===== config.mk =====
export PLATFORM = sky130hd
export DESIGN_NAME = rx_fifo_idle_gap_reader_core
export DESIGN_NICKNAME = d
export VERILOG_FILES = /design/src/rtl/rfgr_pkg.sv /design/src/rtl/rfgr_store.sv /design/src/rtl/rx_fifo_idle_gap_reader_core.sv
export SDC_FILE = /design/constraint.sdc
export NUM_CORES = 1
export LEC_CHECK = 0
export BUFFER_PORTS_ARGS = -buffer_cell sky130_fd_sc_hd__buf_2
export CELL_PAD_IN_SITES_DETAIL_PLACEMENT = 0
export CELL_PAD_IN_SITES_GLOBAL_PLACEMENT = 1
export CORE_MARGIN = 2
export CORE_UTILIZATION = 40
export CTS_BUF_LIST = sky130_fd_sc_hd__clkbuf_4
export DETAILED_ROUTE_END_ITERATION = 10
export PLACE_DENSITY = 0.69
export RECOVER_POWER = 100
export SYNTH_ARGS = -nofsm -noshare
export SYNTH_HDL_FRONTEND = slang
export SYNTH_HIERARCHICAL = 1
export SYNTH_SLANG_ARGS = --single-unit

===== constraint.sdc =====
create_clock -name i_clk -period 6.9 [get_ports i_clk]
set_input_delay 1.035 -clock i_clk [delete_from_list [all_inputs] [get_ports i_clk]]
set_output_delay 1.035 -clock i_clk [all_outputs]
set_load 0.005 [all_outputs]

===== src/rtl/rfgr_pkg.sv =====
package rfgr_pkg;

    localparam int BYTE_W  = 8;
    localparam int LEN_W   = 7;
    localparam int OP_W    = 2;
    localparam int QUIET_W = 4;
    localparam int TDATA_W = 16;

    // operation codes carried in tuser
    localparam logic [OP_W-1:0] OP_RX_BYTE = 2'd0;
    localparam logic [OP_W-1:0] OP_TICK    = 2'd1;
    localparam logic [OP_W-1:0] OP_READ    = 2'd2;

    localparam logic [QUIET_W-1:0] QUIET_MAX   = 4'd15;
    localparam logic [QUIET_W-1:0] QUIET_RESET = 4'd2;

    typedef logic [BYTE_W-1:0]  t_byte;
    typedef logic [LEN_W-1:0]   t_len;
    typedef logic [QUIET_W-1:0] t_quiet;

endpackage


===== src/rtl/rfgr_store.sv =====
module rfgr_store #(
    parameter int DEPTH = 64
) (
    input  logic                     i_clk,
    input  logic                     i_wr_en,
    input  logic [$clog2(DEPTH)-1:0] i_wr_addr,
    input  rfgr_pkg::t_byte          i_wr_data,
    input  logic [$clog2(DEPTH)-1:0] i_rd_addr,
    output rfgr_pkg::t_byte          o_rd_data
);

    rfgr_pkg::t_byte r_mem [DEPTH];
    rfgr_pkg::t_byte r_rd_data;

    always_ff @(posedge i_clk) begin
        if (i_wr_en) begin
            r_mem[i_wr_addr] <= i_wr_data;
        end
        r_rd_data <= r_mem[i_rd_addr];
    end

    assign o_rd_data = r_rd_data;

endmodule


===== src/rtl/rx_fifo_idle_gap_reader_core.sv =====
// Receive byte FIFO with idle-gap burst reads.
//
// Input channel (s_axis): tuser carries the operation (received byte, tick,
// read request); tdata carries the byte and the requested read length.
// Output channel (m_axis): one request per delivered byte, tdata carries the
// byte and the burst length, tlast marks the final byte of a burst.
// Config channel (cfg): writes the quiet tick limit; always ready.
//
// Each input request is accepted into the holding registers, then the
// sequencer applies it against the count, pointer and quiet-counter
// registers. A tick that fires a burst then streams the bytes from the
// ring store one per cycle while m_axis_tready stays high; the store
// read is registered and its address follows the next read pointer.
// s_axis_tready is low from acceptance until the last byte of a burst has
// been taken. When the receiver stalls, the current byte and tlast hold.
//
// Reset clears pointers, counts, the armed flag and the sequencer, and
// loads the quiet limit with two. Store contents are not cleared; only
// written entries are ever read.
module rx_fifo_idle_gap_reader_core #(
    parameter int DEPTH = 64
) (
    input  logic                          i_clk,
    input  logic                          i_rst_n,
    // input requests
    input  logic                          s_axis_tvalid,
    output logic                          s_axis_tready,
    input  logic [rfgr_pkg::TDATA_W-1:0]  s_axis_tdata,  // rx_byte[7:0], read_length[14:8]
    input  logic [rfgr_pkg::OP_W-1:0]     s_axis_tuser,  // operation[1:0]
    // delivered bytes
    output logic                          m_axis_tvalid,
    input  logic                          m_axis_tready,
    output logic [rfgr_pkg::TDATA_W-1:0]  m_axis_tdata,  // data_byte[7:0], burst_length[14:8]
    output logic                          m_axis_tlast,
    // quiet limit register
    input  logic                          i_cfg_valid,
    output logic                          o_cfg_ready,
    input  logic [rfgr_pkg::QUIET_W-1:0]  i_cfg_data
);

    localparam int PTR_W = $clog2(DEPTH);
    localparam int CNT_W = $clog2(DEPTH + 1);
    localparam logic [PTR_W-1:0] PTR_LAST = PTR_W'(DEPTH - 1);
    localparam logic [CNT_W-1:0] CNT_FULL = CNT_W'(DEPTH);

    // sequencer states
    localparam logic [1:0] S_IDLE = 2'd0;
    localparam logic [1:0] S_EXEC = 2'd1;
    localparam logic [1:0] S_SEND = 2'd2;

    function automatic logic [PTR_W-1:0] ptr_inc(input logic [PTR_W-1:0] p);
        if (p == PTR_LAST) begin
            return '0;
        end
        return p + 1'b1;
    endfunction

    logic [1:0]              r_state, n_state;
    logic [rfgr_pkg::OP_W-1:0] r_op;
    rfgr_pkg::t_byte         r_byte;
    rfgr_pkg::t_len          r_len;

    logic [PTR_W-1:0]        r_rd_ptr, n_rd_ptr;
    logic [PTR_W-1:0]        r_wr_ptr, n_wr_ptr;
    logic [CNT_W-1:0]        r_fill, n_fill;
    logic [CNT_W-1:0]        r_seen, n_seen;
    rfgr_pkg::t_quiet        r_quiet, n_quiet;
    logic                    r_armed, n_armed;
    rfgr_pkg::t_len          r_wanted, n_wanted;
    rfgr_pkg::t_quiet        r_limit;
    rfgr_pkg::t_len          r_left, n_left;
    rfgr_pkg::t_len          r_blen, n_blen;

    logic                    wr_en;
    rfgr_pkg::t_byte         rd_data;
    rfgr_pkg::t_len          seen_ext;
    rfgr_pkg::t_len          burst_n;
    logic                    in_fire;
    logic                    out_fire;

    assign in_fire  = s_axis_tvalid && s_axis_tready;
    assign out_fire = m_axis_tvalid && m_axis_tready;
    assign seen_ext = rfgr_pkg::LEN_W'(r_seen);
    // fill equals seen when a burst fires, so one compare settles the length
    assign burst_n  = (r_wanted < seen_ext) ? r_wanted : seen_ext;

    always_comb begin
        n_state  = r_state;
        n_rd_ptr = r_rd_ptr;
        n_wr_ptr = r_wr_ptr;
        n_fill   = r_fill;
        n_seen   = r_seen;
        n_quiet  = r_quiet;
        n_armed  = r_armed;
        n_wanted = r_wanted;
        n_left   = r_left;
        n_blen   = r_blen;
        wr_en    = 1'b0;
        unique case (r_state)
            S_IDLE: begin
                if (in_fire) begin
                    n_state = S_EXEC;
                end
            end
            S_EXEC: begin
                n_state = S_IDLE;
                if (r_op == rfgr_pkg::OP_RX_BYTE) begin
                    // drop the byte when the store is full
                    if (r_fill != CNT_FULL) begin
                        wr_en    = 1'b1;
                        n_wr_ptr = ptr_inc(r_wr_ptr);
                        n_fill   = r_fill + 1'b1;
                    end
                end else if (r_op == rfgr_pkg::OP_READ) begin
                    n_armed  = 1'b1;
                    n_wanted = r_len;
                    n_seen   = '0;
                    n_quiet  = '0;
                end else if (r_op == rfgr_pkg::OP_TICK && r_armed) begin
                    if (r_fill != r_seen) begin
                        n_seen  = r_fill;
                        n_quiet = '0;
                    end else if (r_quiet <= r_limit) begin
                        if (r_quiet != rfgr_pkg::QUIET_MAX) begin
                            n_quiet = r_quiet + 1'b1;
                        end
                    end else begin
                        n_quiet = '0;
                        if (r_seen != '0) begin
                            n_armed = 1'b0;
                            if (burst_n != '0) begin
                                n_left  = burst_n;
                                n_blen  = burst_n;
                                n_state = S_SEND;
                            end
                        end
                    end
                end
            end
            S_SEND: begin
                if (out_fire) begin
                    n_rd_ptr = ptr_inc(r_rd_ptr);
                    n_fill   = r_fill - 1'b1;
                    n_left   = r_left - 1'b1;
                    if (r_left == rfgr_pkg::LEN_W'(1)) begin
                        n_state = S_IDLE;
                    end
                end
            end
            default: begin
                n_state = S_IDLE;
            end
        endcase
    end

    always_ff @(posedge i_clk) begin
        if (!i_rst_n) begin
            r_state  <= S_IDLE;
            r_rd_ptr <= '0;
            r_wr_ptr <= '0;
            r_fill   <= '0;
            r_seen   <= '0;
            r_quiet  <= '0;
            r_armed  <= 1'b0;
            r_wanted <= '0;
            r_limit  <= rfgr_pkg::QUIET_RESET;
            r_left   <= '0;
        end else begin
            r_state  <= n_state;
            r_rd_ptr <= n_rd_ptr;
            r_wr_ptr <= n_wr_ptr;
            r_fill   <= n_fill;
            r_seen   <= n_seen;
            r_quiet  <= n_quiet;
            r_armed  <= n_armed;
            r_wanted <= n_wanted;
            r_left   <= n_left;
            if (i_cfg_valid) begin
                r_limit <= i_cfg_data;
            end
        end
    end

    // hold the accepted request and the burst length
    always_ff @(posedge i_clk) begin
        if (in_fire) begin
            r_op   <= s_axis_tuser;
            r_byte <= s_axis_tdata[rfgr_pkg::BYTE_W-1:0];
            r_len  <= s_axis_tdata[rfgr_pkg::BYTE_W +: rfgr_pkg::LEN_W];
        end
        r_blen <= n_blen;
    end

    // read address follows the next pointer so each accepted byte is
    // replaced by the following one on the next cycle
    rfgr_store #(
        .DEPTH (DEPTH)
    ) u_store (
        .i_clk     (i_clk),
        .i_wr_en   (wr_en),
        .i_wr_addr (r_wr_ptr),
        .i_wr_data (r_byte),
        .i_rd_addr (n_rd_ptr),
        .o_rd_data (rd_data)
    );

    assign s_axis_tready = (r_state == S_IDLE);
    assign m_axis_tvalid = (r_state == S_SEND);
    assign m_axis_tlast  = (r_left == rfgr_pkg::LEN_W'(1));
    assign m_axis_tdata  = {1'b0, r_blen, rd_data};
    assign o_cfg_ready   = 1'b1;

endmodule


# ---- Yosys cells after proc, flatten, opt, wreduce, memory -nomap -nowiden
# Memories as Yosys holds them, arrays and structs flattened. A register that Yosys moved wholly into a read port is not among the register bits.
# Index checks and enable logic that the tools add are counted.
dict set report word_totals {
  word_cells 128
  out_inout_bits 20
  reg_bits 75
  ram_bits 512
  mem_count 1
}
dict set report op_classes {
  bitwise_logic 4
  muxes 56
  reduce_logical 20
  order_cmp 2
  n_eq_ne 25
  addsub 6
}
# name depth width read_ports rd_ports_with_merged_regs wr line
set mem_list {}
lappend mem_list {u_store.r_mem 64 8 1 1 1 rfgr_store.sv:12} ;# rfgr_pkg::t_byte r_mem [DEPTH];
# op count
set ops {}
lappend ops {{2-to-1 mux 7 bit} 15}
lappend ops {{2-to-1 mux 6 bit} 6}
lappend ops {{case mux 7 bit (2 select lines)} 2}
lappend ops {{inequality test 2 bit (second input constant)} 11}
lappend ops {{2-to-1 mux 2 bit} 10}
lappend ops {{2-to-1 mux 4 bit} 5}
lappend ops {{2-to-1 mux 1 bit} 17}
lappend ops {{nonzero test 7 bit} 2}
lappend ops {{subtractor 7 x 1 -> 7 bit (second input constant)} 2}
lappend ops {{adder 6 x 1 -> 6 bit (second input constant)} 2}
lappend ops {{equality test 6 bit (second input constant)} 2}
lappend ops {{AND reduction 4 bit} 3}
lappend ops {{AND reduction 3 bit} 3}
lappend ops {{AND reduction 9 bit} 1}
lappend ops {{AND reduction 8 bit} 1}
lappend ops {{nonzero test 2 bit} 4}
lappend ops {{adder 7 x 1 -> 7 bit (second input constant)} 1}
lappend ops {{equality test 7 x 1 -> 1 bit (second input constant)} 1}
lappend ops {{less-than comparator 7 bit} 1}
lappend ops {{inequality test 7 bit} 1}
lappend ops {{inequality test 7 bit (second input constant)} 1}
lappend ops {{inequality test 2 x 1 -> 1 bit (second input constant)} 3}
lappend ops {{case mux 2 bit (3 select lines)} 1}
lappend ops {{AND reduction 6 bit} 1}
lappend ops {{9 further kinds} 17}

# ---- Depth between registers and ports, before layout
# Gate-level depths: netlist of run 1.
dict set report logic_depth {
  ltp_word 11
  mapped_depth 18
  mapped_depth_nobuf 12
}

# ---- By module
# Netlist of run 1, hierarchy kept.
# module n_inst seq_area_each_um2 cells_per_inst area_each_um2
set by_module_without_submodules {}
lappend by_module_without_submodules {rfgr_store 1 15534.9 972 20190.6}
lappend by_module_without_submodules {rx_fifo_idle_gap_reader_core 1 1741.7 393 3769.9}

# ---- Worst setup path before layout of run 1
# Ideal clock, no wire load.
dict set report synth_timing {
  path_kind {in2reg}
  start {input m_axis_tready}
  end {register u_store.r_rd_data[7], in the netlist u_store/o_rd_data[7], read port of u_store.r_mem}
  setup_time_ns 0.131
  path_stages 13
  t_arrival_ns 3.515
  path_slack_ns 3.253
  path_cell_list {and2_1 clkbuf_1 nand2_1 nor2_1 and3_1 clkbuf_1 nor2_1 buf_6 buf_6 mux4_2 mux4_2 o2111ai_1 o41ai_1}
}
dict set report synth_between {
  elab_chain_cells 3
}
# element line
set synth_lines {}
lappend synth_lines {{start: declaration} rx_fifo_idle_gap_reader_core.sv:32} ;# input logic m_axis_tready,
lappend synth_lines {{logical AND 1 bit} rx_fifo_idle_gap_reader_core.sv:82} ;# assign out_fire = m_axis_tvalid && m_axis_tready;
lappend synth_lines {{2-to-1 mux 6 bit} rx_fifo_idle_gap_reader_core.sv:141} ;# if (out_fire) begin
lappend synth_lines {{2-to-1 mux 6 bit} rx_fifo_idle_gap_reader_core.sv:99} ;# unique case (r_state)
lappend synth_lines {{net n_rd_ptr[0]} rx_fifo_idle_gap_reader_core.sv:63} ;# logic [PTR_W-1:0] r_rd_ptr, n_rd_ptr;
lappend synth_lines {{end: declaration} rfgr_store.sv:13} ;# rfgr_pkg::t_byte r_rd_data;
# The timed path passes the listed nets, and every way through them passes these cells.
# A chain may end at the register's enable or synchronous reset.

# ---- Final worst setup path of run 1
dict set report layout_timing {
  start {register r_state[1]}
  end {register u_store.r_rd_data[1], in the netlist u_store/o_rd_data[1], read port of u_store.r_mem}
}
dict set report layout_between {
  elab_chain_cells 4
}
# element line
set layout_lines {}
lappend layout_lines {{start: declaration} rx_fifo_idle_gap_reader_core.sv:58} ;# logic [1:0] r_state, n_state;
lappend layout_lines {{start signal: assignment} rx_fifo_idle_gap_reader_core.sv:169} ;# r_state <= n_state;
lappend layout_lines {{equality test 2 bit (*)} {rx_fifo_idle_gap_reader_core.sv:99, rx_fifo_idle_gap_reader_core.sv:208}}
lappend layout_lines {{logical AND 1 bit} rx_fifo_idle_gap_reader_core.sv:82}
lappend layout_lines {{2-to-1 mux 6 bit} rx_fifo_idle_gap_reader_core.sv:141}
lappend layout_lines {{2-to-1 mux 6 bit (*)} rx_fifo_idle_gap_reader_core.sv:99}
lappend layout_lines {{net n_rd_ptr[4]} rx_fifo_idle_gap_reader_core.sv:63}
# The timed path passes the listed nets; every way through them passes the cells marked *.

==> out/metrics.csv, run 1 <==
metric,value,unit
"Clk Latency, worst-skew pair",970,ps
clock network power share,43.5,%
slew margin rel.,-112,%
P_int,5.68,mW
Worst Path Buf+Inv,2,
dominant synthesized flop cell,edfxtp_1,
cts bufs inserted,151,
worst-case clock buffer depth,3,
I/O Pins,47,
Core Region,0.0591,mm^2
wire length of the first global-routing pass,82500,um
fin crit period,5390,ps
Hold WC Path Type,in2reg,
"Async S/R FF share, synth",0,%
Mapped Area,0.0240,mm^2
post-DR vias/cell,5.39,
clock sinks,595,
Comb pwr share,1.5,%
DRT Pass-1 Iters,7,
worst reg2reg endpoint,u_store/o_rd_data[1]$_DFF_P_,
drc violations,0,
Syn Inst Count,1365,
synth top area cells,"edfxtp_1 (67%), mux4_2 (12%), dfxtp_1 (4.9%)",
Setup TNS,0,ps
cell count of the worst hold path,1,
crit path cell chain,nand2b_1 -> inv_1 -> and2_0 -> nand2_1 -> nor2_1 -> xor2_1 -> clkbuf_1 -> nand2b_1 -> or2_2 -> o22ai_1 -> or4_1 -> o211ai_1,
1st-iter DRT viols,1104,
Seq cells post-synth,595,
Antenna Nets Post-Route,0,
"Avg Cell Area, Syn",17.6,um^2
r2r worst-path depth,12,
Post-Route WL,54800,um
maximum fanout along the worst path,20,
WP data required,7770,ps
Final setup viols,0,
Final Slew Violations,520,
CTS H-tree depth,4,
RSZ-0062 raised after global routing,false,
"Cell Count, Final, Fillers Out",2411,
Peak Freq,185,MHz
post-cts resize count,0,
Leak,8.61,nW
root buffer cell,clkbuf_4,
Clock Pin Slew Worst Setup and Hold Paths,60,ps
WL/cell,22.7,um
"Warnings, synthesis",6,
CP Class,reg2reg,
die height,249,um
worst r2r src,r_state[1]$_SDFFE_PN0P_,
violated checks,"capacitance limit, slew limit",
initial core utilization,40.5,%
final core utilization,45.6,%
Max VDD drop,0.130,mV
CP arrival,6260,ps
P&R area growth vs syn,12.6,%
gpl congestion,0.795,
via count,12993,
CTS tree,done,
Yosys top cell by area,edfxtp_1,
R2R setup slack,1510,ps
Final Hold Fails,0,
Max Cap Viol,8,
# hold bufs at CTS,0,
largest net degree at the start of global routing,80,
Place WS,2200,ps
Die X,249,um
Design Power,7.19,mW
hold endpoint,r_len[6]$_DFFE_PP_,
Synth Net Count,1413,
min-delay src,s_axis_tdata[14],
sequential area share after synthesis,72.1,%
Port Buf Inserts,43,
Final nets,1562,
FP Rows,89,
top cell family by delay on the critical path,simple AND/OR/NAND/NOR gates,
Placed Cells,2134,
die area,0.0619,mm^2
Synth top area share,67.2,%
CP startpoint kind,flop,
share of power burned in registers,55.0,%
P per Cell Area,267,mW/mm^2
setup slack after layout,1510,ps
run status,"finished, violations left",
worst clock skew,51.0,ps
design area,0.0270,mm^2
postcts setup bufs,0,
Post-synth EDFFs,536,
layout cell share with drive strength beyond 1,26.2,%
hold slack,266,ps
CP endpoint kind,flop,
grt total ovfl,0,
synth unique cells,71,
detailed placement HPWL,33100,um
gr usage total,18.1,%
CP peak stage delay,910,ps
Critical Path Slowest Stage Cell,xor2_1,
Tcrit/Tclk final,78.2,%
sw frac,21.1,%
vias in the first global route,13333,
Psw,1.52,mW
Slew @ Worst Pin,3180,ps
Crit path top cell by count,nand2b_1,
antenna violations before repair,2,
Placement Cell Area,0.0250,mm^2
cell usage in the layout (no fill, tap or decap), types with 13 or more instances in the layout:
| master | count |
|---|---|
| edfxtp_1 | 536 |
| clkbuf_4 | 221 |
| nor2_1 | 124 |
| mux4_2 | 124 |
| dfxtp_1 | 59 |
| nand2_1 | 58 |
| clkinv_1 | 37 |
| mux2i_1 | 35 |
| buf_2 | 33 |
| nand3_1 | 32 |
| a21oi_1 | 29 |
| inv_1 | 25 |
| o22ai_1 | 25 |
| ha_1 | 20 |
| clkbuf_1 | 20 |
| o21ai_0 | 19 |
| nand2b_1 | 15 |
| nor2b_1 | 14 |
| nor3_1 | 13 |
synthesized netlist by cell type (8+ instances only):
library cell  number
edfxtp_1         536
xnor2_1            9
nor2b_1           14
mux4_2           124
a21oi_1           29
nor2_1           125
ha_1              20
nand2_1           59
mux2i_1           35
nor3_1            13
buf_2             17
nand2b_1          15
dfxtp_1           59
nand4_1            9
xor2_1            10
a31oi_1            9
o22ai_1           25
nand3_1           32
inv_1             25
a22oi_1            8
clkbuf_1          33
o21ai_0           19
buf_4             11
or2_2              8
worst max-delay path by stage:
stage / start / to / slack [ps] / cells after the start
CTS: r_state[0]$_SDFFE_PN0P_ / u_store/o_rd_data[3]$_DFF_P_ / 2200 / 13
floorplan: m_axis_tready / u_store/o_rd_data[7]$_DFF_P_ / 3250 / 13
finish: r_state[1]$_SDFFE_PN0P_ / u_store/o_rd_data[1]$_DFF_P_ / 1510 / 12
global placement: m_axis_tready / u_store/o_rd_data[7]$_DFF_P_ / 2210 / 11
global route: r_state[1]$_SDFFE_PN0P_ / u_store/o_rd_data[1]$_DFF_P_ / 1110 / 12
detailed placement: m_axis_tready / u_store/o_rd_data[7]$_DFF_P_ / 2200 / 11
power by group through the flow:
| stage | clock, mW | combinational (mW) | sequential, mW |
|---|---|---|---|
| after global routing | 3.43 | 0.120 | 3.95 |
| after global placement | 0 | 0.108 | 4.02 |
| after detailed placement | 0 | 0.113 | 4.02 |
| after floorplan | 0 | 0.0365 | 4.05 |
| after CTS | 3.23 | 0.114 | 3.94 |
| final | 3.13 | 0.108 | 3.95 |
worst register-to-register path, cell delays in order, from the launching register on:
cell      delay (ps)
dfxtp_1          390
nand2b_1         230
inv_1            520
and2_0           600
nand2_1          210
nor2_1           200
xor2_1           910
clkbuf_1         810
nand2b_1         500
or2_2            230
o22ai_1           60
or4_1            450
o211ai_1         210
flip-flops by register name, summed over array words and instances, names as in the netlist:
signal and flops:
u_store/r_mem 512, r_byte 8, u_store/o_rd_data 8, r_blen 7
r_fill 7, r_left 7, r_len 7, r_seen 7
r_wanted 7, r_rd_ptr 6, r_wr_ptr 6, r_limit 4
r_quiet 4, r_op 2, r_state 2, r_armed 1
layer usage:
| layer | track usage (%) | share of wire [%] |
|---|---|---|
| met1 | 23.6 | 42 |
| met2 | 28.7 | 48 |
| met3 | 4.85 | 7.5 |
| met4 | 7.76 | 2.8 |
| met5 | 0 | 0 |
cell type report:
cell class	instances	area [um^2]
multi-input combinational	672	6200
clock inverter	54	404
fill	5118	32200
tap	773	967
inverter	27	101
clock buffer	221	1660
timing repair buffer	67	364
sequential	595	17300
antenna	2	5.00
cell families (layout without fill, tap and decap cells):
kind of cell	Yosys count	after routing	share of synthesized area, %
compound gates	142	142	4.03
xor+xnor	19	19	0.695
fa+ha+maj	21	21	1.13
buf+inv	98	369	2.05
flops	595	595	72.1
mux	167	167	13.5
other cells	2	4	0.0313
simple gates	321	321	6.45
Power figures use the tool's default switching activity.
==> inputs of run 2 (changes only) <==
Settings changed: ABC_AREA from default to 1, PLACE_DENSITY 0.69 to 0.76.
Clock period 6.9 ns to 4.3 ns, I/O delays scaled along.
==> run 2 against run 1 <==
- non-clock buffer count is 41 higher
- global-route usage is 1.0 points higher
- fmax is 51% higher
- synthesized cell count is 68% higher
- hold slack better by 100 ps
- synthesized area is 4.9% higher
- first-iteration DRC count is 33% higher
- the flow still finishes with violations (capacitance limit, slew limit)
- clock-buffer cell count is 3 higher
- critical path type unchanged
- via count is 34% higher
- sequential cell count stayed put
==> out/metrics.csv, run 2 <==
metric,value,unit,change
worst clock skew,90.3,ps,+39.3 ps
detailed placement HPWL,34100,um,+3.0%
largest net degree at the start of global routing,179,,+120%
Max Cap Viol,8,,unchanged
Slew @ Worst Pin,3340,ps,+154 ps
synth top area cells,"edfxtp_1 (64%), nand2_1 (11%), nand3_1 (9.2%)",,
Sequential Area,0.0173,mm^2,unchanged
filler cell count,5820,,+14%
initial core utilization,40.6,%,+0.055 points
P per Cell Area,408,mW/mm^2,+53%
CP Class,reg2reg,,
R2R setup slack,730,ps,-770 ps
"Clk Latency, worst-skew pair",1010,ps,+40 ps
Final setup viols,0,,unchanged
"Warnings, synthesis",6,,unchanged
gr usage total,19.1,%,+1.0 points
1st-iter DRT viols,1466,,+33%
Design Power,11.5,mW,+60%
most frequent cell after synthesis,nand2_1,,
CP endpoint kind,flop,,
dominant synthesized flop cell,edfxtp_1,,
Clock Pin Slew Worst Setup and Hold Paths,80,ps,+20 ps
CTS H-tree depth,4,,unchanged
r2r worst-path depth,13,,+1
"Async S/R FF share, synth",0,%,unchanged
Antenna Nets Post-Route,0,,unchanged
Synth top area share,64.0,%,-3.1 points
Peak Freq,280,MHz,+51%
Synth Area in Simple Gates,23.0,%,+17 points
synth unique cells,43,,-39%
sequential area share after synthesis,68.7,%,-3.4 points
wire length of the first global-routing pass,93600,um,+13%
root buffer cell,clkbuf_4,,
"Avg Cell Area, Syn",11.0,um^2,-38%
worst-case clock buffer depth,3,,unchanged
Mapped Area,0.0251,mm^2,+4.9%
Final nets,2483,,+59%
I/O Pins,47,,unchanged
run status,"finished, violations left",,
Port Buf Inserts,43,,unchanged
fin crit period,3570,ps,-1830 ps
"commonest non-fill, non-tap cell in the layout",nand2_1,,
die height,255,um,+2.4%
DRT Pass-1 Iters,6,,-1
worst reg2reg endpoint,u_store/o_rd_data[6]$_DFF_P_,,
WL/cell,17.9,um,-21%
Post-synth EDFFs,536,,unchanged
drc violations,0,,unchanged
Place WS,765,ps,-1440 ps
Tcrit/Tclk final,83.0,%,+4.8 points
cell count of the worst hold path,2,,+1
hold endpoint,r_len[1]$_DFFE_PP_,,
violated checks,"capacitance limit, slew limit",,
Core Region,0.0619,mm^2,+4.8%
Final Hold Fails,0,,unchanged
Syn Inst Count,2292,,+68%
CP arrival,4530,ps,-1730 ps
Final Slew Violations,492,,-5.4%
vias in the first global route,17026,,+28%
Setup TNS,0,ps,unchanged
Die X,255,um,+2.4%
main combinational cell family by area after synthesis,simple AND/OR/NAND/NOR gates,,
antenna violations before repair,2,,unchanged
Yosys top cell by area,edfxtp_1,,
postcts setup bufs,0,,unchanged
post-DR vias/cell,5.13,,-4.7%
post-cts resize count,0,,unchanged
multi-input logic area,0.00671,mm^2,+8.2%
Seq cells post-synth,595,,unchanged
clock sinks,595,,unchanged
die area,0.0649,mm^2,+4.8%
Post-Route WL,60500,um,+10%
WP data required,5260,ps,-2510 ps
CP startpoint kind,flop,,
RSZ-0062 raised after global routing,false,,
cts bufs inserted,155,,+2.6%
gpl congestion,0.809,,+1.8%
# hold bufs at CTS,31,,+31
Synth Area in Compound Gates,2.14,%,-1.9 points
Leak,10.4,nW,+21%
Hold WC Path Type,in2reg,,
FP Rows,91,,+2.2%
mux cell area share after synthesis,0,%,-14 points
adder-cell area share of the yosys netlist,1.08,%,-0.053 points
Post-Synth XOR/XNOR Area,0.453,%,-0.24 points
Max VDD drop,0.226,mV,+74%
largest reg by FF count,u_store/r_mem,,
Synth Net Count,2340,,+66%
P&R area growth vs syn,12.0,%,
slew margin rel.,-122,%,-10 points
min-delay src,s_axis_tdata[9],,
maximum fanout along the worst path,64,,+220%
layout cell share with drive strength beyond 1,12.2,%,-14 points
CTS tree,done,,
via count,17346,,+34%
setup slack after layout,730,ps,-775 ps
worst r2r src,r_state[1]$_SDFFE_PN0P_,,
Commonest cells post-synth,"nand2_1 (733), edfxtp_1 (536), nand3_1 (463)",,
max reg flops,512,,unchanged
"commonest non-fill, non-tap cells in the layout","nand2_1 (737), edfxtp_1 (536), nand3_1 (463)",,
grt total ovfl,0,,unchanged
==> run 2: cell count changes after synthesis, moves of 24 or more <==
cell     delta
buf_2      +39
inv_1      +61
mux2i_1    -35
mux4_2    -124
nand2_1   +674
nand3_1   +431
o22ai_1    -24
==> run 2: worst max-delay path, cell delays in order, from the launching register on <==
cell     delay, ps
dfxtp_1        430
nand2_1        100
nor2_1         490
inv_1          430
o21ai_0        290
inv_1          110
nor2_4         100
buf_4          700
nand3_1        210
nand2_1        150
nand2_1         60
nand3_1        200
nand3_1        150
nand2_1         90
==> run 2: layout make-up <==
| type | count | area share [%] |
|---|---|---|
| flip-flops and latches | 595 | 61.4 |
| repair buffers | 108 | 2.91 |
| inverters | 93 | 1.28 |
| multi-input cells | 1482 | 23.8 |
| diodes | 5 | 0.0445 |
| clock buffers | 224 | 5.97 |
| clock inverters | 34 | 0.871 |
| well taps | 837 | 3.72 |
==> run 2: how the worst max path moves through the flow <==
stage | startpoint | end | slack (ps) | depth (start not counted)
4_1_cts | r_state[1]$_SDFFE_PN0P_ | u_store/o_rd_data[2]$_DFF_P_ | 950 | 13
3_5_place_dp | m_axis_tready | u_store/o_rd_data[2]$_DFF_P_ | 760 | 14
5_1_grt | r_state[1]$_SDFFE_PN0P_ | u_store/o_rd_data[2]$_DFF_P_ | 350 | 13
2_1_floorplan | m_axis_tready | u_store/o_rd_data[5]$_DFF_P_ | 1910 | 12
3_3_place_gp | m_axis_tready | u_store/o_rd_data[6]$_DFF_P_ | 770 | 15
6_report | r_state[1]$_SDFFE_PN0P_ | u_store/o_rd_data[6]$_DFF_P_ | 730 | 13
==> run 2: routing by layer <==
| layer | vias to the layer above | wire length [um] | GRT usage (%) |
|---|---|---|---|
| met5 | - | 0 | 0 |
| met3 | 120 | 4130 | 4.62 |
| met2 | 599 | 29000 | 31.1 |
| met1 | 8321 | 25700 | 24.5 |
| li1 | 8306 | - | - |
| met4 | 0 | 1720 | 8.14 |
==> run 2: stage by stage <==
stage | utilization (%) | area [um^2] | cells | hold slack (ps)
after floorplan | - | 25100 | 2292 | 433
after global placement | 42.0 | 26000 | 3084 | 457
after detailed placement | 42.0 | 26000 | 3084 | 462
after CTS | 45.6 | 28200 | 3373 | 72.0
after global routing | 45.4 | 28100 | 3378 | 272
final | 45.4 | 28100 | 3378 | 367
==> run 2: report_power, final <==
| group | switching (mW) | internal [mW] |
|---|---|---|
| Combinational | 0.232 | 0.0866 |
| Clock | 2.24 | 2.56 |
| Sequential | 0.0187 | 6.34 |
==> run 2: logic make-up (layout without fill, tap and decap cells) <==
logic type,Yosys count,after routing
AO/OA/AOI/OAI,96,96
XOR/XNOR,13,13
adder cells (fa/ha/maj),21,21
buffers and inverters,215,459
flip-flops,595,595
other,2,7
AND/OR/NAND/NOR,1350,1350
==> inputs of run 3 (changes only) <==
Clock period 4.3 ns to 3.2 ns, I/O delays scaled along.
==> run 3 against run 2 <==
- the flow still finishes with violations (capacitance limit, slew limit)
- via count grew 0.93%
- non-clock buffer count is 69 higher
- register-to-register slack worse by 370 ps
- power up 36%
- largest cell class unchanged
==> out/metrics.csv, run 3 (synthesis gave the netlist of run 2 again) <==
metric,value,unit,change
P per Cell Area,546,mW/mm^2,+34%
Placed Cells,3152,,+2.2%
Hold WC Path Type,in2reg,,
design area,0.0286,mm^2,+1.6%
Core Region,0.0619,mm^2,unchanged
Final setup viols,0,,unchanged
gr usage total,19.3,%,+0.15 points
Post-Route WL,61400,um,+1.5%
Port Buf Inserts,43,,unchanged
maximum fanout along the worst path,13,,-80%
root buffer cell,clkbuf_4,,
CTS tree,done,,
antenna violations before repair,3,,+1
Design Power,15.6,mW,+36%
CP arrival,3440,ps,-1090 ps
R2R setup slack,360,ps,-370 ps
die area,0.0649,mm^2,unchanged
max reg flops,512,,unchanged
Critical Path Slowest Stage Cell,nand2_1,,
WL/cell,17.7,um,-0.99%
CTS H-tree depth,4,,unchanged
r2r worst-path depth,7,,-6
"Clk Latency, worst-skew pair",1020,ps,about the same
Final Hold Fails,0,,unchanged
wire length of the first global-routing pass,94200,um,+0.72%
gpl congestion,0.832,,+2.8%
cts bufs inserted,156,,+0.65%
Clock Pin Slew Worst Setup and Hold Paths,70,ps,about the same
Die X,255,um,unchanged
detailed placement HPWL,35200,um,+3.1%
P&R area growth vs syn,13.7,%,
multi-input logic area,0.00671,mm^2,about the same
DRT Pass-1 Iters,6,,unchanged
violated checks,"capacitance limit, slew limit",,
worst-case clock buffer depth,3,,unchanged
fin crit period,2840,ps,-726 ps
top cell family by delay on the critical path,simple AND/OR/NAND/NOR gates,,
min-delay src,s_axis_tdata[10],,
grt total ovfl,0,,unchanged
Tcrit/Tclk final,88.9,%,+5.8 points
"commonest non-fill, non-tap cells in the layout","nand2_1 (738), edfxtp_1 (536), nand3_1 (463)",,
drc violations,0,,unchanged
Slew @ Worst Pin,1610,ps,-1720 ps
"commonest non-fill, non-tap cell in the layout",nand2_1,,
worst clock skew,82.6,ps,-7.78 ps
WP data required,3790,ps,-1470 ps
hold endpoint,r_len[2]$_DFFE_PP_,,
initial core utilization,40.6,%,unchanged
setup slack after layout,357,ps,-374 ps
worst r2r src,r_fill[0]$_SDFFE_PN0P_,,
FP Rows,91,,unchanged
cell count of the worst hold path,2,,unchanged
run status,"finished, violations left",,
via count,17508,,+0.93%
CP Class,reg2reg,,
die height,255,um,unchanged
largest reg by FF count,u_store/r_mem,,
CP endpoint kind,flop,,
Stages on worst setup path,7,,-6
CP startpoint kind,flop,,
RSZ-0062 raised after global routing,false,,
filler cell count,5883,,+1.1%
slew margin rel.,-7.37,%,+110 points
Place WS,459,ps,-305 ps
Final Slew Violations,453,,-7.9%
worst reg2reg endpoint,u_store/r_mem[20][2]$_DFFE_PP_,,
Max VDD drop,0.315,mV,+39%
Peak Freq,352,MHz,+26%
layout cell share with drive strength beyond 1,12.9,%,+0.63 points
Placement Cell Area,0.0265,mm^2,+2.0%
crit path cell chain,inv_1 -> nand4_1 -> nand4_1 -> inv_1 -> nand2_1 -> nor2_1 -> clkbuf_1,,
"Cell Count, Final, Fillers Out",3462,,+2.5%
Leak,10.6,nW,+2.1%
Max Cap Viol,8,,unchanged
post-DR vias/cell,5.06,,-1.5%
1st-iter DRT viols,1528,,+4.2%
CP peak stage delay,450,ps,-250 ps
clock sinks,595,,unchanged
Sequential Area,0.0173,mm^2,unchanged
Worst Path Buf+Inv,3,,unchanged
I/O Pins,47,,unchanged
Final nets,2553,,+2.8%
Setup TNS,0,ps,unchanged
largest net degree at the start of global routing,137,,-23%
Antenna Nets Post-Route,0,,unchanged
vias in the first global route,16907,,-0.70%
## run 3: cell count changes in the layout (fill, tap and decap cells not counted), moves of 3 or more
cell and delta:
clkbuf_1 +47, buf_4 +10, clkinv_1 +11, clkbuf_2 +9, clkbuf_4 +3
## run 3: timing repair
action	CTS	global route
resized for setup	0	0
endpoints found under the hold margin	62	0
hold buffers	32	0
buffers inserted	0	0
## run 3: power breakdown
| part | internal, mW | switching, mW | leakage [nW] |
|---|---|---|---|
| logic | 0.119 | 0.325 | 4.10 |
| clock network | 3.52 | 3.11 | 1.19 |
| registers | 8.52 | 0.0190 | 5.31 |
## run 3: worst reg2reg max path: cells and delay by family (launching register included)
family | cells | cell delay [ps]
AND/OR/NAND/NOR | 4 | 1050
flip-flops | 1 | 430
buffers and inverters | 3 | 950
## run 3: worst max-delay path by stage
stage	from	endpoint	slack, ps
2_1_floorplan	r_state[0]$_SDFFE_PN0P_	r_fill[6]$_SDFFE_PN0P_	840
3_3_place_gp	m_axis_tready	u_store/o_rd_data[5]$_DFF_P_	460
3_5_place_dp	m_axis_tready	u_store/o_rd_data[5]$_DFF_P_	460
4_1_cts	r_state[0]$_SDFFE_PN0P_	m_axis_tvalid	340
5_1_grt	r_state[0]$_SDFFE_PN0P_	m_axis_tvalid	160
6_report	r_fill[0]$_SDFFE_PN0P_	u_store/r_mem[20][2]$_DFFE_PP_	360
## run 3: per-stage QoR
step,util [%],hold WS [ps]
after floorplan,-,433
after global placement,42.9,454
after detailed placement,42.9,462
after CTS,46.6,78.2
after global routing,46.1,109
final,46.1,202
## run 3: area by class of cell
cell class	count	area share [%]
Tap cell	837	3.66
Inverter	93	1.25
Timing Repair Buffer	177	4.08
Antenna cell	3	0.0263
Multi-Input combinational cell	1482	23.5
Clock inverter	48	1.11
Clock buffer	227	5.96
Sequential cell	595	60.4
## run 3: metal layers
layer	global-route usage [%]	vias to the layer above	wire length [um]
met2	30.8	599	28900
li1	-	8462	-
met5	0	-	14
met4	7.15	2	1370
met3	4.74	101	4290
met1	25.5	8344	26800
